==> src/rtl/bcsq_ram.sv <==
// Generic single-write, single-read RAM with registered read data.
module bcsq_ram #(
   parameter int WIDTH = 8,
   parameter int DEPTH = 256
) (
   input  logic                     clock,
   input  logic                     wr_en,
   input  logic [$clog2(DEPTH)-1:0] wr_addr,
   input  logic [WIDTH-1:0]         wr_data,
   input  logic [$clog2(DEPTH)-1:0] rd_addr,
   output logic [WIDTH-1:0]         rd_data
);

   logic [WIDTH-1:0] mem [DEPTH];
   logic [WIDTH-1:0] rd_data_ff;

   always_ff @(posedge clock) begin
      if (wr_en) begin
         mem[wr_addr] <= wr_data;
      end
      rd_data_ff <= mem[rd_addr];
   end

   assign rd_data = rd_data_ff;

endmodule

==> config.mk <==
export PLATFORM = sky130hd
export DESIGN_NAME = bcsq_ram
export DESIGN_NICKNAME = d
export VERILOG_FILES = /design/src/rtl/bcsq_ram.sv
export SDC_FILE = /design/constraint.sdc
export NUM_CORES = 2
export LEC_CHECK = 0
export BUFFER_PORTS_ARGS = -buffer_cell sky130_fd_sc_hd__clkbuf_2
export CAP_MARGIN = 10
export CORE_UTILIZATION = 56
export CTS_BUF_LIST = sky130_fd_sc_hd__clkbuf_4 sky130_fd_sc_hd__clkbuf_8 sky130_fd_sc_hd__clkbuf_16
export CTS_CLUSTER_DIAMETER = 150
export DETAILED_ROUTE_END_ITERATION = 8
export HOLD_SLACK_MARGIN = 0.12
export PLACE_DENSITY = 0.78
export SLEW_MARGIN = 5
export SYNTH_ARGS = -nofsm -noshare
export SYNTH_HDL_FRONTEND = slang
export SYNTH_SLANG_ARGS = --single-unit
==> constraint.sdc <==
create_clock -name clock -period 3.02 [get_ports clock]
set_clock_uncertainty 0.1 [all_clocks]
set_input_delay 0.151 -clock clock [delete_from_list [all_inputs] [get_ports clock]]
set_output_delay 0.151 -clock clock [all_outputs]
set_load 0.01 [all_outputs]
==> results.toml <==
[status]
status = "finished, violations left"
violations = "negative setup slack"

[die]
die_y_um = 379
ios = 34
start_util_pct = 56.7
placeableCoreArea_sq_mm = 0.140
die_w_um = 379
rows = 137
die-area_sq_mm = 0.144

[timing]
rsz0062_at_grt = "no"
hold_viol_final = 0
period_share_pct = 100
slew_viol_final = 0
max_freq_mhz = 330
setup_tns_ps = -9.76
slew_headroom_pct = 30.1
period_needed_ps = 3030
worst_slack_ps = -9.76
tightestPinTransition_ps = 1050
setup_viol = 1

[setup_path]
rr_worst_depth = 6
rr_endpoint = "rd_data[6]"
r2r_setup_slack_ps = -10
path_class = "flip-flop to flip-flop"
cp_max_fo = 2
path_cells = "mux4_2 > o311ai_0 > o22ai_1 > nor4_1 > buf_4 > nor4_2"
crit_path_start = "mem[232][6]"
critical_path_required_ps = 3580
crit_cells = 6
startpoint_type = "flip-flop"
crit_path_max_incr_delay_ps = 900
end_kind = "flip-flop"
r2r_start = "mem[232][6]"
cpMaxStageDelayCell = "nor4_1"
crit_path_end = "rd_data[6]"
cp_top_family = "simple AND/OR/NAND/NOR gates"
path_buf_inv = 1
arrival_ps = 3590

[final_layout]
layout_commonest_cell = "edfxtp_1"
area_growth_pct = 15.3
drive_above_1_share_pct = 30.0
n_fill_cell = 8661
fin_nets = 4280
final_cell_mix = "edfxtp_1, mux4_2, buf_4, nor2_1, clkbuf_16"
seqCellArea_sq_mm = 0.0617
final_util_pct = 65.4
final_area_sq_mm = 0.0917
multi_input_comb_area_sq_mm = 0.0165

[synthesis]
ys_seq_area_share_pct = 77.5
syn_nets = 3759
async_reset_ff_share_pct = 0
synth_area_sq_mm = 0.0796
syn_area_per_cell_sq_um = 21.3
synth_cells = 3733
ys_seq_elements = 2056
synth_edf_count = 2048
yosysWarnings = 0
synth_top_flop_cell = "edfxtp_1"
synthDistinctLibCells = 55

[global_route]
grt_pass1_wl_um = 286000
antenna_found_initial = 9
track_usage_pct = 28.1
grt_max_degree = 101
gr-total-overflow = 0
first_global_vias = 42052

[route]
vias_per_cell = 6.61
routedWlPerCell_um = 31.4
antenna_left = 0
drc_errors = 0
drt_wl_total_um = 198000
vias = 41595
drt_iter0_drc = 6283
drtPass1Iterations = 6

[worst_hold_path]
hold_path_class = "input port to flip-flop"

[clock_tree]
cts_buffers = 191
ctsHtreeMaxLevel = 4
cts_tree = "done"
cts-root-buf = "clkbuf_16"
insertion_delay_ps = 840
clkTransAtPathRegs_ps = 70
clock-sinks = 2056
cts_setup_buffers = 0
cts_buffer_depth = 3

[placement]
place_area_sq_mm = 0.0852
dp_hpwl_um = 121000
globalplace.congestion = 0.904
port_buffers = 33

[job]
maxCapViolCount = 0

[pwr]
power.density_mw_per_mm2 = 639
p_leak_nw = 29.5
power_mw = 58.6
irDropWorstVdd_mv = 0.670
[cell type report]
type / instances / share of cell area [%]
sequential: 2056 / 67.2
multi-input combinational: 1442 / 18.0
clock buffer: 251 / 5.79
timing repair buffer: 561 / 5.37
tap: 1876 / 2.56
clock inverter: 95 / 1.07
antenna: 5 / 0.0136
inverter: 2 / 0.00818
[cells in the mapped netlist, types with 10 or more instances]
master    number  area share (%)
mux4_2       454              13
edfxtp_1    2048              77
clkbuf_1     111            0.52
buf_4         27            0.25
buf_8         13            0.25
buf_6         21            0.30
buf_1         22            0.10
nand2_1       33            0.16
nand3_1       34            0.21
o221ai_1      46            0.51
a221oi_1      13            0.14
o211ai_1      10           0.094
nor3_1        22            0.14
a22oi_1      133             1.3
o22ai_1       28            0.22
nor2_1       282             1.3
buf_2         31            0.20
nor4_1        24            0.19
mux2i_1      134             1.7
nand4_1       10           0.079
o21ai_0       10           0.063
nor2b_1       31            0.24
a211oi_1      16            0.15
a21oi_1       96            0.60
[tightest hold or removal path: stages]
cell      delay (ps)
clkbuf_2         390
a22oi_1          380
buf_4            160
nor4_2            30
[worst min-delay path by stage]
| stage | cells after the start | end | start | slack, ps |
|---|---|---|---|---|
| after CTS | 4 | rd_data[6] | rd_addr[4] | 140 |
| after global routing | 4 | rd_data[6] | rd_addr[4] | 170 |
| final | 4 | rd_data[6] | rd_addr[4] | 260 |
| after global placement | 1 | rd_data[3] | rd_data[3] | 550 |
| after detailed placement | 1 | rd_data[3] | rd_data[3] | 550 |
| after floorplan | 0 | mem[0][0] | wr_data[0] | 150 |
[power by group]
| part | switching, mW | internal, mW | total, mW |
|---|---|---|---|
| logic | 1.92 | 1.16 | 3.07 |
| clock network | 10.2 | 13.8 | 24.1 |
| registers | 0.0670 | 31.5 | 31.5 |
| total | 12.2 | 46.4 | 58.6 |
[through the flow]
step | setup WS (ps) | cells | hold slack, ps
global placement | -609 | 5914 | 546
finish | -9.76 | 6288 | 258
detailed placement | -600 | 5914 | 547
global route | 31.1 | 6284 | 168
CTS | 3.88 | 6283 | 143
floorplan | 831 | 3733 | 150
[metal layers]
| layer | track usage [%] | vias to the layer above | wire length (um) |
|---|---|---|---|
| met5 | 0 | - | 97 |
| met2 | 44.2 | 3017 | 94600 |
| met4 | 12.1 | 14 | 9150 |
| li1 | - | 16735 | - |
| met3 | 6.43 | 535 | 24600 |
| met1 | 38.1 | 21294 | 69400 |
[timing repair]
item | in CTS | in global routing
hold buffers | 23 | 0
endpoints found under the setup margin | 1 | 1
gates resized for setup | 1 | 1
cloned | 0 | 0
hold endpoints to repair | 1809 | 0
[kinds of logic after synthesis]
logic type / after synthesis / synth area share, %
AO/OA/AOI/OAI: 385 / 3.42
buffers and inverters: 235 / 1.83
flip-flops: 2056 / 77.5
multiplexers: 591 / 14.6
AND/OR/NAND/NOR: 466 / 2.63
[sequential cells by signal, indices dropped and copies added (netlist names)]
name / flops
mem: 2048
rd_data: 8
Power figures use the tool's default switching activity.
